`src/hw/rtl/i2cm16_pkg.sv`:
```
// shared types and constants for the 16-bit register i2c master
package i2cm16_pkg;

    localparam int DEV_ADDR_W   = 7;
    localparam int TIMEOUT_W    = 8;
    localparam logic [DEV_ADDR_W-1:0] DEV_ADDR_RESET = 7'd41;
    localparam logic [TIMEOUT_W-1:0]  TIMEOUT_RESET  = 8'd250;

    localparam logic CFG_DEV_ADDR = 1'b0;
    localparam logic CFG_TIMEOUT  = 1'b1;

    localparam int QUEUE_DEPTH = 2;

    localparam logic [1:0] ACT_WRITE     = 2'd0;
    localparam logic [1:0] ACT_READ_BYTE = 2'd1;

    typedef struct packed {
        logic        start_cmd;
        logic [1:0]  action;
        logic [15:0] reg_address;
        logic [7:0]  write_byte;
        logic        sda_sample;
    } t_in;

    typedef struct packed {
        logic        scl_level;
        logic        sda_pull_low;
        logic        busy_res;
        logic        done_res;
        logic        ack_error;
        logic [15:0] read_value;
    } t_out;

endpackage

```
`src/hw/rtl/i2cm16_front.sv`:
```
// input side: accepts ticks into a short queue
module i2cm16_front #(
    parameter int DEPTH = i2cm16_pkg::QUEUE_DEPTH
) (
    input  logic                 i_clk,
    input  logic                 i_rst_n,
    input  logic                 i_valid,
    output logic                 o_stall,
    input  i2cm16_pkg::t_in      i_data,
    output logic                 o_valid,
    input  logic                 i_take,
    output i2cm16_pkg::t_in      o_data
);
    localparam int AW = (DEPTH > 1) ? $clog2(DEPTH) : 1;

    i2cm16_pkg::t_in r_mem [DEPTH];
    logic [AW-1:0] r_wp, r_rp;
    logic [AW:0]   r_cnt;
    logic push, pop;

    assign o_stall = (r_cnt == (AW+1)'(DEPTH));
    assign o_valid = (r_cnt != '0);
    assign o_data  = r_mem[r_rp];
    assign push = i_valid && !o_stall;
    assign pop  = o_valid && i_take;

    always_ff @(posedge i_clk) begin
        if (push) begin
            r_mem[r_wp] <= i_data;
        end
        if (!i_rst_n) begin
            r_wp  <= '0;
            r_rp  <= '0;
            r_cnt <= '0;
        end else begin
            if (push) begin
                r_wp <= (r_wp == AW'(DEPTH-1)) ? '0 : r_wp + 1'b1;
            end
            if (pop) begin
                r_rp <= (r_rp == AW'(DEPTH-1)) ? '0 : r_rp + 1'b1;
            end
            r_cnt <= r_cnt + (AW+1)'(push) - (AW+1)'(pop);
        end
    end
endmodule

```
`src/hw/rtl/i2cm16_back.sv`:
```
// bus sequencer: one queued tick per cycle, while the output is not stalled, into an output register
module i2cm16_back (
    input  logic                                  i_clk,
    input  logic                                  i_rst_n,
    input  logic                                  i_valid,
    output logic                                  o_take,
    input  i2cm16_pkg::t_in                       i_data,
    input  logic [i2cm16_pkg::DEV_ADDR_W-1:0]     i_dev_addr,
    input  logic [i2cm16_pkg::TIMEOUT_W-1:0]      i_timeout,
    output logic                                  o_valid,
    input  logic                                  i_stall,
    output i2cm16_pkg::t_out                      o_data
);
    localparam logic [2:0] PH_IDLE  = 3'd0;
    localparam logic [2:0] PH_START = 3'd1;
    localparam logic [2:0] PH_SEND  = 3'd2;
    localparam logic [2:0] PH_ACKW  = 3'd3;
    localparam logic [2:0] PH_READ  = 3'd4;
    localparam logic [2:0] PH_MACK  = 3'd5;
    localparam logic [2:0] PH_STOP  = 3'd6;
    localparam logic [2:0] PH_DONE  = 3'd7;

    logic [2:0]  r_phase, n_phase;
    logic [1:0]  r_tick, n_tick;
    logic [3:0]  r_bits, n_bits;
    logic [2:0]  r_idx, n_idx;
    logic [7:0]  r_shift, n_shift;
    logic [7:0]  r_wait, n_wait;
    logic [1:0]  r_act, n_act;
    logic [15:0] r_reg, n_reg;
    logic [7:0]  r_wbyte, n_wbyte;
    logic [15:0] r_gath, n_gath;
    logic        r_err, n_err;
    logic        r_ovalid;
    i2cm16_pkg::t_out r_out, n_out;
    logic        step, last;

    assign step    = i_valid && (!r_ovalid || !i_stall);
    assign o_take  = step;
    assign o_valid = r_ovalid;
    assign o_data  = r_out;
    assign last    = (r_idx >= 3'd6) || (r_act == i2cm16_pkg::ACT_READ_BYTE);

    function automatic logic [7:0] pick_byte(input logic [2:0] idx,
                                             input logic [6:0] dev,
                                             input logic [15:0] ra,
                                             input logic [7:0] wb);
        logic [7:0] b;
        unique case (idx)
            3'd0:    b = {dev, 1'b0};
            3'd1:    b = ra[15:8];
            3'd2:    b = ra[7:0];
            3'd3:    b = wb;
            default: b = {dev, 1'b1};
        endcase
        return b;
    endfunction

    always_comb begin
        logic [2:0] ph;
        logic [1:0] tk;
        logic [3:0] bc;
        n_phase = r_phase; n_tick = r_tick; n_bits = r_bits; n_idx = r_idx;
        n_shift = r_shift; n_wait = r_wait; n_act = r_act; n_reg = r_reg;
        n_wbyte = r_wbyte; n_gath = r_gath; n_err = r_err;
        n_out = '0;
        n_out.scl_level = 1'b1;
        n_out.busy_res  = 1'b1;
        ph = r_phase;
        tk = r_tick;
        if (r_phase == PH_IDLE && i_data.start_cmd) begin
            n_act = i_data.action; n_reg = i_data.reg_address;
            n_wbyte = i_data.write_byte;
            n_gath = '0; n_err = 1'b0; n_idx = '0; n_wait = '0; n_shift = '0;
            ph = PH_START; tk = '0; n_bits = '0;
        end
        bc = n_bits;
        unique case (ph)
            PH_START: begin
                n_out.scl_level    = (tk == 2'd1) || (tk == 2'd2);
                n_out.sda_pull_low = (tk >= 2'd2);
                if (tk == 2'd3) begin
                    n_shift = pick_byte(n_idx, i_dev_addr, n_reg, n_wbyte);
                    n_phase = PH_SEND; n_tick = '0; n_bits = '0;
                end else begin
                    n_phase = ph; n_tick = tk + 2'd1;
                end
            end
            PH_SEND: begin
                n_out.sda_pull_low = !r_shift[7];
                n_out.scl_level    = tk[0];
                if (tk == 2'd0) begin
                    n_tick = 2'd1;
                end else begin
                    n_tick  = '0;
                    n_shift = {r_shift[6:0], 1'b0};
                    n_bits  = bc + 4'd1;
                    if (bc == 4'd7) begin
                        n_phase = PH_ACKW; n_bits = '0; n_wait = '0;
                    end
                end
            end
            PH_ACKW: begin
                if (tk == 2'd0) begin
                    n_out.scl_level = 1'b0;
                    n_tick = 2'd1;
                end else if (!i_data.sda_sample) begin
                    n_tick = '0; n_bits = '0;
                    priority case (r_idx)
                        3'd0, 3'd1: begin
                            n_idx = r_idx + 3'd1;
                            n_shift = pick_byte(n_idx, i_dev_addr, r_reg, r_wbyte);
                            n_phase = PH_SEND;
                        end
                        3'd2: begin
                            if (r_act == i2cm16_pkg::ACT_WRITE) begin
                                n_idx = 3'd3;
                                n_shift = r_wbyte;
                                n_phase = PH_SEND;
                            end else begin
                                n_idx = 3'd4;
                                n_phase = PH_START;
                            end
                        end
                        3'd4: begin
                            n_idx = 3'd5; n_shift = '0; n_phase = PH_READ;
                        end
                        default: n_phase = PH_STOP;
                    endcase
                end else if (r_wait >= i_timeout) begin
                    n_err = 1'b1;
                    n_phase = PH_STOP; n_tick = '0; n_bits = '0;
                end else begin
                    n_wait = r_wait + 8'd1;
                end
            end
            PH_READ: begin
                if (tk == 2'd0) begin
                    n_out.scl_level = 1'b0;
                    n_tick = 2'd1;
                end else begin
                    n_tick  = '0;
                    n_shift = {r_shift[6:0], i_data.sda_sample};
                    n_bits  = bc + 4'd1;
                    if (bc == 4'd7) begin
                        n_phase = PH_MACK; n_bits = '0;
                    end
                end
            end
            PH_MACK: begin
                n_out.sda_pull_low = !last;
                n_out.scl_level    = tk[0];
                if (tk == 2'd0) begin
                    n_tick = 2'd1;
                end else begin
                    n_gath = {r_gath[7:0], r_shift};
                    n_tick = '0; n_bits = '0;
                    if (last) begin
                        n_phase = PH_STOP;
                    end else begin
                        n_idx = r_idx + 3'd1; n_shift = '0; n_phase = PH_READ;
                    end
                end
            end
            PH_STOP: begin
                n_out.scl_level    = (tk >= 2'd2);
                n_out.sda_pull_low = (tk == 2'd1) || (tk == 2'd2);
                if (tk == 2'd3) begin
                    n_phase = PH_DONE; n_tick = '0; n_bits = '0;
                end else begin
                    n_tick = tk + 2'd1;
                end
            end
            PH_DONE: begin
                n_out.busy_res   = 1'b0;
                n_out.done_res   = 1'b1;
                n_out.ack_error  = r_err;
                n_out.read_value = r_err ? 16'd0 : r_gath;
                n_phase = PH_IDLE; n_tick = '0; n_bits = '0;
            end
            default: begin
                n_out.busy_res = 1'b0;
            end
        endcase
    end

    always_ff @(posedge i_clk) begin
        if (step) begin
            r_out   <= n_out;
            r_shift <= n_shift; r_wait <= n_wait; r_act <= n_act;
            r_reg   <= n_reg;   r_wbyte <= n_wbyte; r_gath <= n_gath;
        end
        if (!i_rst_n) begin
            r_phase <= PH_IDLE; r_tick <= '0; r_bits <= '0; r_idx <= '0;
            r_err <= 1'b0; r_ovalid <= 1'b0;
        end else begin
            if (step) begin
                r_phase <= n_phase; r_tick <= n_tick; r_bits <= n_bits;
                r_idx <= n_idx; r_err <= n_err;
                r_ovalid <= 1'b1;
            end else if (!i_stall) begin
                r_ovalid <= 1'b0;
            end
        end
    end
endmodule

```
`src/hw/rtl/i2c_master_reg16_access.sv`:
```
// i2c master for 16-bit register addresses: config registers, queue and sequencer
// Usage: each input transfer is one bus tick carrying a command request and the
// sampled SDA level; each tick yields exactly one output transfer with the SCL
// level, SDA pull-down, busy, done, ack_error and read_value for that tick.
// A command (start_cmd) is taken only when the sequencer is idle; write byte,
// read byte or read big-endian word. Every byte sent is followed by an ack wait
// that times out after ack_timeout+1 high samples and ends with STOP.
// Configuration: index 0 device_address, index 1 ack_timeout; write only
// while idle. The write channel is always ready.
// Throughput: one tick per cycle while the output is not stalled. An input
// transfer passes through the two-entry input queue and then the sequencer's
// output register; the sequencer state update is registered.
// Reset: synchronous, active low; the queue empties, the sequencer goes idle
// and the registers return to address 41 and timeout 250.
// Stall: while o_out_valid is held under stall the sequencer pauses and the
// queue fills; input stall rises when its two entries are full.
module i2c_master_reg16_access #(
    parameter int QUEUE_DEPTH = i2cm16_pkg::QUEUE_DEPTH
) (
    input  logic                              i_clk,
    input  logic                              i_rst_n,
    input  logic                              i_in_valid,
    output logic                              o_in_stall,
    input  i2cm16_pkg::t_in                   i_in_data,
    output logic                              o_out_valid,
    input  logic                              i_out_stall,
    output i2cm16_pkg::t_out                  o_out_data,
    input  logic                              i_cfg_valid,
    output logic                              o_cfg_ready,
    input  logic                              i_cfg_index,
    input  logic [7:0]                        i_cfg_data
);
    logic [i2cm16_pkg::DEV_ADDR_W-1:0] r_dev_addr;
    logic [i2cm16_pkg::TIMEOUT_W-1:0]  r_timeout;
    logic q_valid, q_take;
    i2cm16_pkg::t_in q_data;

    assign o_cfg_ready = 1'b1;

    always_ff @(posedge i_clk) begin
        if (!i_rst_n) begin
            r_dev_addr <= i2cm16_pkg::DEV_ADDR_RESET;
            r_timeout  <= i2cm16_pkg::TIMEOUT_RESET;
        end else if (i_cfg_valid) begin
            unique case (i_cfg_index)
                i2cm16_pkg::CFG_DEV_ADDR: r_dev_addr <= i_cfg_data[6:0];
                i2cm16_pkg::CFG_TIMEOUT:  r_timeout  <= i_cfg_data;
                default: ;
            endcase
        end
    end

    i2cm16_front #(.DEPTH(QUEUE_DEPTH)) u_front (
        .i_clk(i_clk), .i_rst_n(i_rst_n),
        .i_valid(i_in_valid), .o_stall(o_in_stall), .i_data(i_in_data),
        .o_valid(q_valid), .i_take(q_take), .o_data(q_data)
    );

    i2cm16_back u_back (
        .i_clk(i_clk), .i_rst_n(i_rst_n),
        .i_valid(q_valid), .o_take(q_take), .i_data(q_data),
        .i_dev_addr(r_dev_addr), .i_timeout(r_timeout),
        .o_valid(o_out_valid), .i_stall(i_out_stall), .o_data(o_out_data)
    );
endmodule

```
`config.mk`:
```
export PLATFORM = sky130hd
export DESIGN_NAME = i2c_master_reg16_access
export DESIGN_NICKNAME = d
export VERILOG_FILES = /design/src/hw/rtl/i2cm16_pkg.sv /design/src/hw/rtl/i2cm16_front.sv /design/src/hw/rtl/i2cm16_back.sv /design/src/hw/rtl/i2c_master_reg16_access.sv
export SDC_FILE = /design/constraint.sdc
export NUM_CORES = 1
export LEC_CHECK = 0
export ABC_AREA = 1
export BUFFER_PORTS_ARGS = -buffer_cell sky130_fd_sc_hd__buf_2
export CAP_MARGIN = 5
export CORE_MARGIN = 5
export CORE_UTILIZATION = 45
export CTS_CLUSTER_SIZE = 25
export DETAILED_ROUTE_END_ITERATION = 10
export GPL_TIMING_DRIVEN = 1
export PLACE_DENSITY_LB_ADDON = 0.08
export SETUP_SLACK_MARGIN = 0.05
export SYNTH_ARGS = -nofsm -noshare
export SYNTH_HDL_FRONTEND = slang
export SYNTH_SLANG_ARGS = --single-unit
```
`constraint.sdc`:
```
create_clock -name i_clk -period 4.3 [get_ports i_clk]
set_input_delay 0.43 -clock i_clk [delete_from_list [all_inputs] [get_ports i_clk]]
set_output_delay 0.43 -clock i_clk [all_outputs]
set_load 0.1 [all_outputs]
```
==> flow_summary.json <==
{
  "path_class": "register to register",
  "gp_congestion": 0.875,
  "cts_tree": "yes",
  "ant_nets": 0,
  "irDropWorstVdd_mv": 0.346,
  "setup_viol": 0,
  "die_y_um": 148,
  "power.internal_w": 0.00432,
  "port_buffers": 64,
  "clk_pin_slew_worst_paths_ns": 0.07,
  "hold_viol": 0,
  "p_switching_w": 0.00380,
  "drt_wl_total_um": 19600,
  "ys_ff_latch": 169,
  "syn_inst": 978,
  "critPathCaptureType": "register",
  "fmax_mhz": 290,
  "finalNetCount": 1098,
  "grt_pass1_wl_um": 32500,
  "critPathMaxFanout": 31,
  "wl_per_cell_um": 15.3,
  "cp.arrival_ns": 3.75,
  "cts_root_buf": "clkbuf_16",
  "rows": 50,
  "yosys_warnings": 0,
  "routed_via_density": 5.13,
  "drc": 0,
  "synth_area_sq_um": 8590,
  "postCtsSetupRepairBufs": 0,
  "fin_crit_sh_pct": 80.3,
  "status": "complete, no violations",
  "antennaDiodeCount": 0,
  "core_area_sq_um": 18800,
  "cp_common_cell": "nand2_1",
  "p_seq_share_pct": 35.6,
  "h-tree-depth": 4,
  "worst_slew_pin_slew_ns": 0.837,
  "start_util_pct": 45.8,
  "skew_ns": 0.0130,
  "grt_max_degree": 61,
  "fp.dieArea_sq_um": 22000,
  "setup_slack_ns": 0.846,
  "cts_buffers": 17,
  "combPwrFrac_pct": 46.1,
  "largest_register_ffs": 56,
  "relSlewSlack_pct": 44.2,
  "grt_pass1_vias": 6334,
  "cts_buffer_depth": 2,
  "rsz0062_at_grt": "no",
  "cp_slowest_cell": "ha_1",
  "globalRoute.totalOverflow": 0,
  "synth_cell_types": 49,
  "max_stage_delay_ns": 0.59,
  "drive_gt1_share_pct": 12.6,
  "final_area_sq_um": 9650,
  "tns_ns": 0,
  "synthesis.nets": 1040,
  "antenna_found_initial": 0,
  "p_leak_nw": 4.23,
  "num_vias": 6583,
  "drt_pass1_iterations": 6,
  "dp_hpwl_um": 14000,
  "dieWidth_um": 148,
  "max-cap-violations": 0,
  "drt_iter0_drc": 493,
  "cp.required_ns": 4.60,
  "areaGrowthSynthToFinish_pct": 12.3,
  "place_area_sq_um": 9080,
  "path_cells": "buf_4 > nand2_1 > nand2_1 > nand2_2 > nand2_1 > ha_1 > inv_1 > nor2_1 > nor2_1 > nand4_1 > nand2_1 > nand3_1",
  "powerDensity_nw_per_um2": 841,
  "hold_class": "primary input to register",
  "power_frac_clock_pct": 18.3,
  "hold_buffers": 0,
  "largest_register": "u_front.r_mem",
  "finalMaxSlewViolations": 0,
  "ios": 66,
  "clkLatencyLatePin_ns": 0.43,
  "switching_share_pct": 46.8,
  "post-place-ws_ns": 0.895,
  "cts-resized-gates": 0,
  "cp-start-kind": "register",
  "post_synth.cell_area_avg_sq_um": 8.78,
  "yosysSeqAreaShare_pct": 55.1,
  "cts.sinks": 169,
  "post-route-min-period_ns": 3.45,
  "gr-usage-all-layers_pct": 18.3
}
## synth_stat cells (all sizes together)
cell,number,share of area [%]
xnor2,3,0.31
ha,20,2.9
a31oi,8,0.66
clkbuf,12,0.54
o21ai,80,4.7
o22ai,1,0.073
o21a,1,0.087
o21bai,2,0.17
edfxtp,135,47
o2111ai,2,0.20
o311ai,1,0.10
dfxtp,34,7.9
nor3,8,0.60
o32ai,4,0.41
inv,125,5.5
a211oi,2,0.17
nand2,263,12
nand3b,4,0.35
a21oi,44,2.6
o31ai,1,0.15
o211ai,11,0.96
a21o,1,0.087
mux2i,3,0.35
or2,2,0.15
xor2,3,0.31
o221ai,2,0.20
nor2,111,5.3
nand4,18,1.4
buf,19,1.5
conb,1,0.044
nand3,57,3.4
## cell families (layout without fill, tap and decap cells)
logic type	after synthesis	in the layout	share of synthesized area (%)
other cells	1	1	0.0437
compound gates	160	160	10.6
fa+ha+maj	20	20	2.91
xor+xnor	6	6	0.612
flops	169	169	55.1
buf+inv	156	227	7.57
simple gates	463	463	22.8
mux	3	3	0.350
## layout by cell type (no fill, tap or decap), types with 20 or more instances in the layout
cell      netlist  layout
a21oi_1        43      43
buf_2          10      64
inv_1         118     118
o21ai_0        58      58
dfxtp_1        34      34
ha_1           20      20
nor2_1        103     101
nand3_1        56      56
nand2_1       258     258
edfxtp_1      135     135
o21ai_1        21      21
## stage by stage
| stage | hold WS [ns] | std cells | total power (W) | utilization [%] |
|---|---|---|---|---|
| global placement | 0.438 | 1251 | 0.00663 | 48.4 |
| floorplan | 0.425 | 978 | 0.00583 | - |
| CTS | 0.164 | 1283 | 0.00815 | 51.4 |
| detailed placement | 0.446 | 1251 | 0.00664 | 48.4 |
| global route | 0.163 | 1283 | 0.00872 | 51.4 |
| finish | 0.182 | 1283 | 0.00811 | 51.4 |
## worst paths after layout
check / startpoint / end / slack [ns] / cells after the start
max: register / u_back.r_shift[4]$_DFFE_PP_ / 0.85 / 12
min: i_in_data[21] / u_front.r_mem[1][21]$_DFFE_PP_ / 0.18 / 1
max reg2reg: register / u_back.r_shift[4]$_DFFE_PP_ / 0.85 / 12
min reg2reg: u_front.r_rp$_SDFFE_PN0P_ / u_front.r_rp$_SDFFE_PN0P_ / 0.46 / 1
## area by class of cell
type                    count  area (sq um)
repair buffers             70           365
fillers                  1761          9120
inverters                 125           472
well taps                 234           293
flip-flops and latches    169          4730
multi-input cells         653          3220
clock buffers              17           425
clock inverters            15           140
## worst max-delay path: cells and delay by family, from the launching register on
family	cells	cell delay, ns
buffers and inverters	2	0.67
and+or+nand+nor	9	1.68
adders and majority gates	1	0.59
DFF	1	0.35
## per-layer routing
layer	up-vias	wire length [um]	global-route usage, %
li1	3394	-	-
met1	3009	9480	25.3
met2	158	9020	29.3
met3	22	859	3.26
met4	0	275	6.37
met5	-	0	0
## power by group through the flow
stage / Sequential, W / Combinational [W] / Clock, W
floorplan: 0.00342 / 0.00241 / 0
global placement: 0.00291 / 0.00372 / 0
detailed placement: 0.00292 / 0.00372 / 0
CTS: 0.00289 / 0.00374 / 0.00152
global route: 0.00295 / 0.00418 / 0.00159
finish: 0.00289 / 0.00374 / 0.00148
(Power assumes the default switching activity.)
